<file path="config.mk">
export PLATFORM = sky130hd
export DESIGN_NAME = cd_ctrl
export DESIGN_NICKNAME = d
export VERILOG_FILES = /design/src/sv/circular_deque_top_defines.svh /design/src/sv/cd_pkg.sv /design/src/sv/cd_ctrl.sv
export SDC_FILE = /design/constraint.sdc
export NUM_CORES = 1
export LEC_CHECK = 0
export BUFFER_PORTS_ARGS = -buffer_cell sky130_fd_sc_hd__buf_2
export CAP_MARGIN = 20
export CORE_AREA = 2 2 39 41
export CTS_BUF_LIST = sky130_fd_sc_hd__clkbuf_4 sky130_fd_sc_hd__clkbuf_8
export DETAILED_ROUTE_END_ITERATION = 6
export DIE_AREA = 0 0 41 43
export HOLD_SLACK_MARGIN = 0.06
export PLACE_DENSITY = 0.46
export SYNTH_ARGS = -nofsm -noshare
export SYNTH_HDL_FRONTEND = slang
export SYNTH_SLANG_ARGS = --single-unit
export TNS_END_PERCENT = 100
</file>
<file path="constraint.sdc">
create_clock -name clk -period 1.96 [get_ports clk]
set_clock_uncertainty 0.1 [all_clocks]
set_input_delay 0.392 -clock clk [delete_from_list [all_inputs] [get_ports clk]]
set_output_delay 0.392 -clock clk [all_outputs]
set_load 0.01 [all_outputs]
</file>
<file path="src/sv/circular_deque_top_defines.svh">
// ---------------------------------------------------------------------------
// Circular deque assertion macros
// Shared assertion forms used by the circular deque top level.
// ---------------------------------------------------------------------------
`ifndef CIRCULAR_DEQUE_TOP_DEFINES_SVH
`define CIRCULAR_DEQUE_TOP_DEFINES_SVH

`ifndef NO_ASSERTIONS
`define CD_ASSERT_SAME(label, ante, cons) \
  label: assert property (@(posedge clk) disable iff (rst) (ante) |-> (cons)) \
    else $error("circular deque check failed");
`define CD_ASSERT_NEXT(label, ante, cons) \
  label: assert property (@(posedge clk) disable iff (rst) (ante) |=> (cons)) \
    else $error("circular deque check failed");
`else
`define CD_ASSERT_SAME(label, ante, cons)
`define CD_ASSERT_NEXT(label, ante, cons)
`endif

`endif

</file>
<file path="src/sv/cd_pkg.sv">
// ---------------------------------------------------------------------------
// Circular deque package
// Types, constants and pointer helpers shared by the deque modules.
// ---------------------------------------------------------------------------
`timescale 1ns / 1ps

package cd_pkg;

  localparam int DEPTH = 1024;
  localparam int PTR_W = $clog2(DEPTH);
  localparam int CNT_W = PTR_W + 1;
  localparam int DATA_W = 32;

  localparam logic signed [DATA_W-1:0] NONE_VALUE = '1;

  typedef enum logic [2:0] {
    OP_PUSH_FRONT = 3'd0,
    OP_PUSH_BACK  = 3'd1,
    OP_POP_FRONT  = 3'd2,
    OP_POP_BACK   = 3'd3,
    OP_QUERY      = 3'd4
  } op_e;

  typedef enum logic [1:0] {
    ST_OK    = 2'd0,
    ST_EMPTY = 2'd1,
    ST_FULL  = 2'd2
  } status_e;

  typedef struct packed {
    logic [2:0]               opcode;
    logic signed [DATA_W-1:0] push_value;
  } request_t;

  typedef struct packed {
    logic signed [DATA_W-1:0] popped_value;
    logic [1:0]               status;
    logic [CNT_W-1:0]         entry_count;
    logic                     is_empty;
    logic signed [DATA_W-1:0] front_value;
    logic signed [DATA_W-1:0] back_value;
  } result_t;

  typedef struct packed {
    logic load;
    logic exec;
    logic fetch;
    logic capture;
  } cd_cmd_t;

  function automatic logic [PTR_W-1:0] slot_next(input logic [PTR_W-1:0] s);
    return (s == PTR_W'(DEPTH - 1)) ? '0 : PTR_W'(s + 1'b1);
  endfunction

  function automatic logic [PTR_W-1:0] slot_prev(input logic [PTR_W-1:0] s);
    return (s == '0) ? PTR_W'(DEPTH - 1) : PTR_W'(s - 1'b1);
  endfunction

endpackage

</file>
<file path="src/sv/cd_ctrl.sv">
// ---------------------------------------------------------------------------
// Circular deque controller
// Sequences each item through execute, fetch and response steps.
// ---------------------------------------------------------------------------
`timescale 1ns / 1ps

module cd_ctrl
  import cd_pkg::*;
(
  input  logic    clk,
  input  logic    rst,
  input  logic    start,
  output logic    busy,
  output logic    done,
  output cd_cmd_t cmd
);

  typedef enum logic [1:0] {
    S_IDLE,
    S_EXEC,
    S_FETCH,
    S_RESP
  } state_t;

  state_t state;

  always_comb begin
    cmd.load    = start && !busy;
    cmd.exec    = (state == S_EXEC);
    cmd.fetch   = (state == S_FETCH);
    cmd.capture = (state == S_RESP);
  end

  always_ff @(posedge clk) begin
    if (rst) begin
      state <= S_IDLE;
      busy  <= 1'b0;
      done  <= 1'b0;
    end else begin
      done <= 1'b0;
      case (state)
        S_IDLE: begin
          if (start) begin
            state <= S_EXEC;
            busy  <= 1'b1;
          end
        end
        S_EXEC: begin
          state <= S_FETCH;
        end
        S_FETCH: begin
          state <= S_RESP;
        end
        S_RESP: begin
          state <= S_IDLE;
          busy  <= 1'b0;
          done  <= 1'b1;
        end
        default: begin
          state <= S_IDLE;
          busy  <= 1'b0;
        end
      endcase
    end
  end

endmodule

</file>
Word level (Yosys, flattened, before mapping)
Index checks and enable logic that the tools add are counted.
{"block": "totals", "regBits": 4, "out_inout_bits": 6, "wordCells": 17}
{"block": "classes", "eq_ne": 4, "n_mux": 5, "reduce_logical": 5}
{"cell": "2-bit case mux with 4 select lines", "n": 1}
{"cell": "2-bit == test, second input constant", "n": 2}
{"cell": "2-bit by 1-bit == test with 1-bit output, second input constant", "n": 1}
{"cell": "2-bit zero test", "n": 1}
{"cell": "1-bit 2-to-1 mux", "n": 2}
{"cell": "2-bit 2-to-1 mux", "n": 1}
{"cell": "2-bit inequality test, second input constant", "n": 1}
{"cell": "1-bit case mux with 2 select lines", "n": 1}
{"cell": "2-bit AND reduction", "n": 1}
{"cell": "2-bit nonzero test", "n": 1}
{"cell": "1-bit logical AND", "n": 1}
{"cell": "1-bit zero test", "n": 1}

Longest topological paths before layout
{"block": "depth", "depth_word": 3, "mapped_depth": 5, "ltp_nobuf": 5}

Worst setup path before layout
OpenSTA, ideal clock, no wires.
{"block": "synth_timing", "path_type": "register -> register", "start": "reg state[0]", "end": "reg busy", "arrival_ps": 1142, "required_ps": 1741, "slack_ps": 599, "path_stages_with_launch": 6, "synth_period_minus_slack_ps": 1361, "cell_sequence": "dfxtp_1 inv_1 ha_1 mux2_4 nor2_1 a211oi_2"}
{"block": "synth_between", "elab_chain_len": 3, "elab_cells_between_ends": 6, "classes_between": "eq/ne: 2; mux: 1; reduce/logical: 3"}
{"element": "from (decl)", "line": "cd_ctrl.sv:25", "source": "state_t state;"}
{"element": "from (signal assigned)", "line": "cd_ctrl.sv:36", "source": "state <= S_IDLE;"}
{"element": "from (signal assigned)", "line": "cd_ctrl.sv:44", "source": "state <= S_EXEC;"}
{"element": "from (signal assigned)", "line": "cd_ctrl.sv:49", "source": "state <= S_FETCH;"}
{"element": "2-bit == test or 2-bit zero test (tied branches)", "line": "cd_ctrl.sv:41", "source": "case (state)"}
{"element": "2-bit nonzero test (no line) or 2-bit inequality test (tied branches)"}
{"element": "2-bit AND reduction (no line)"}
{"element": "to (signal assigned)", "line": "cd_ctrl.sv:37", "source": "busy <= 1'b0;"}
{"element": "to (signal assigned)", "line": "cd_ctrl.sv:45", "source": "busy <= 1'b1;"}
{"element": "to (signal assigned)", "line": "cd_ctrl.sv:56", "source": "busy <= 1'b0;"}
{"element": "to (decl)", "line": "cd_ctrl.sv:13", "source": "output logic busy,"}
Parallel ways exist; a longest one is shown, timed or not.
A chain may end at the register's enable or synchronous reset.

==> summary.txt <==
Run status
  – Status: finished, final reports clean

Floorplanning
  – Die area: about 1800 um^2
  – Row count: 14
  – Initial Util: 0.165
  – Die Y: approximately 43 um
  – Core Footprint: 1380 um^2
  – Die X-Extent: 41 um
  – Io pins: 9

Finish
  – Nets: 43
  – Area grow syn2layout: 36.1%
  – Commonest non-fill, non-tap cells in the layout: buf_2 (8), ha_1 (5), nor2_1 (4), dfxtp_1 (4), clkbuf_4 (3)
  – Layout cells sized above 1: 0.394
  – N_diodes: 0
  – Commonest non-fill, non-tap cell in the layout: buf_2
  – Final Cell Area: just over 300 um^2
  – Fill count: 152

CTS
  – Setup bufs post-CTS: 0
  – CTS tree: yes
  – Skew-Pair Late Insertion Delay: around 0.23 ns
  – CTS Root Cell: clkbuf_4
  – Hold-fix buffers, CTS: 0
  – CTS Buffer Depth: 2
  – PostCTS Resize Cnt: 0
  – Clk slew on worst S/H paths: 0.04 ns
  – Htree depth: 1
  – CTS Buf Count: 3
  – TritonCTS Sinks: 4

Setup path
  – Stages on worst setup path: 3
  – Reg2reg setup slack: 0.54 ns
  – Crit-path max FO: 5
  – R2r worst-path depth: 5
  – Crit path required time: around 1.5 ns
  – Buffers plus inverters on the worst setup path: 2
  – Critical Path Sink: cmd[1]
  – Worst setup SP type: flop
  – Crit Path Category: reg -> out
  – Worst path cell trace: inv_1, ha_1, buf_2
  – CP startpoint: state[0]
  – CP arrival: 1.06 ns
  – Element type at the critical path end: primary output
  – Top delay family on crit path: flip-flops
  – R2r startpoint: state[0]
  – Max incr delay on CP: ~0.39 ns
  – CP max stage cell: dfxtp_1
  – Reg2reg end: busy

Detailed routing
  – WL per Instance: approximately 7.9 um
  – DRT antenna net count: 0
  – Routed vias: about 180
  – Post-route DRC: 0
  – DRT Wirelength: 386 um
  – TritonRoute pass-1 iters: 4
  – DR iter-0 viols: 2
  – DR vias/cell: 3.59

STA
  – Fin Setup TNS: 0 ns
  – Max Fclk: 0.645 GHz
  – Fin. Hold Viols: 0
  – Final setup vio count: 0
  – Final worst-path cycle share: 0.790
  – Slew HR: 0.853
  – Setup ws final: 0.411 ns
  – Worst-Margin Slew: 0.220 ns
  – RSZ-0062 raised after global routing: no
  – Fin. max-slew vios: 0
  – Fin crit period: 1.55 ns

Yosys
  – Unique masters post-synth: 10
  – Post-synth top area share: 0.350
  – Post-synthesis sequential area ratio: 0.350
  – Avg Cell Area, Syn: 10.4 um^2
  – Synth area leaders: dfxtp_1 (35%), ha_1 (27%), mux2_4 (6.6%), nor2_1 (6.6%), a211oi_2 (5.5%)
  – Yosys top cell by area: dfxtp_1
  – Yosys warnings: 0
  – Flop and latch count out of synthesis: 4
  – Post-Synthesis Cells: 22
  – Post-synthesis net count: 30
  – Cell area after synthesis: about 230 um^2

Power and ir drop
  – Maximum VDD drop: 0.000620 V
  – Pleak: 0.165 nW
  – Pwr per Cell Area: 1460 nW/um^2
  – Power Total: ~0.46 mW

Placed design
  – Port Buffers: 8
  – Routability Congestion: 0.687
  – Post-Place Cell Area: between 200 and 300 um^2
  – DP Worst Slack: 0.539 ns

Global routing
  – Largest net degree at the start of global routing: 6
  – Vias in the first global route: 177
  – Initial antenna violation count: 0
  – GR Util All Layers: 0.0602
  – GRT overflow: 0
  – First-pass GRT wire length: 655 um

Hold path
  – Hold Path Depth: 2
  – Type of the worst min-delay path: in -> reg

Flow run
  – Max-cap violation count: 0
-- flip-flops by register name, summed over array words and instances (netlist names) --
name   count
state      2
busy       1
done       1
-- power breakdown --
| group | switching, mW | internal, mW | leakage (nW) |
|---|---|---|---|
| Sequential | 0.0309 | 0.112 | 0.0330 |
| Clock | 0.0293 | 0.0682 | 0.0138 |
| Combinational | 0.110 | 0.104 | 0.118 |
-- area by class of cell --
cell class / instances / area, um^2 / share of cell area
inverters: 2 / 7.51 / 0.0241
multi-input cells: 16 / 141 / 0.454
repair buffers: 8 / 40.0 / 0.129
clock buffers: 3 / 22.5 / 0.0723
flip-flops and latches: 4 / 80.1 / 0.257
well taps: 16 / 20.0 / 0.0643
-- per-stage QoR --
stage / hold WS [ns] / std cells / util
6_report: 0.271 / 49 / 0.225
5_1_grt: 0.289 / 49 / 0.225
4_1_cts: 0.266 / 49 / 0.225
3_5_place_dp: 0.438 / 46 / 0.209
3_3_place_gp: 0.440 / 46 / 0.209
2_1_floorplan: 0.357 / 22 / -
-- cells by family (layout without fill, tap and decap cells) --
logic type | Yosys count | count (layout) | share of synthesized area
buf+inv | 2 | 13 | 0.0328
flops | 4 | 4 | 0.350
compound gates | 2 | 2 | 0.0874
fa+ha+maj | 5 | 5 | 0.273
mux | 2 | 2 | 0.109
simple gates | 7 | 7 | 0.148
-- worst min path at each step --
stage / start / slack (ns) / to
after floorplan: rst / 0.36 / busy
after global placement: busy / 0.44 / busy
after detailed placement: busy / 0.44 / busy
after CTS: rst / 0.27 / busy
after global routing: rst / 0.29 / busy
final: rst / 0.27 / busy
-- worst reg2reg max path: cells and delay by family, from the launching register on --
kind,cells,cell delay (ns)
AOI/OAI and AO/OA,1,0.05
adders and majority gates,1,0.25
buffers and inverters,1,0.08
DFF,1,0.39
muxes,1,0.32
and+or+nand+nor,1,0.11
-- layer usage --
metal / GRT usage / up-vias / wire [um]
met1: 0.0737 / 69 / 192
met3: 0.0628 / 0 / 72
met2: 0.0688 / 13 / 121
met4: 0.0200 / 0 / 0
li1: - / 94 / -
met5: 0 / - / 0
-- cell usage after synthesis --
| library cell | n |
|---|---|
| ha_1 | 5 |
| dfxtp_1 | 4 |
| nor2_1 | 4 |
| inv_1 | 2 |
| nor2b_1 | 2 |
| a211oi_1 | 1 |
| a211oi_2 | 1 |
| mux2_4 | 1 |
| mux2i_1 | 1 |
| nand2b_1 | 1 |
No activity file was read; power rests on OpenSTA's default activity.
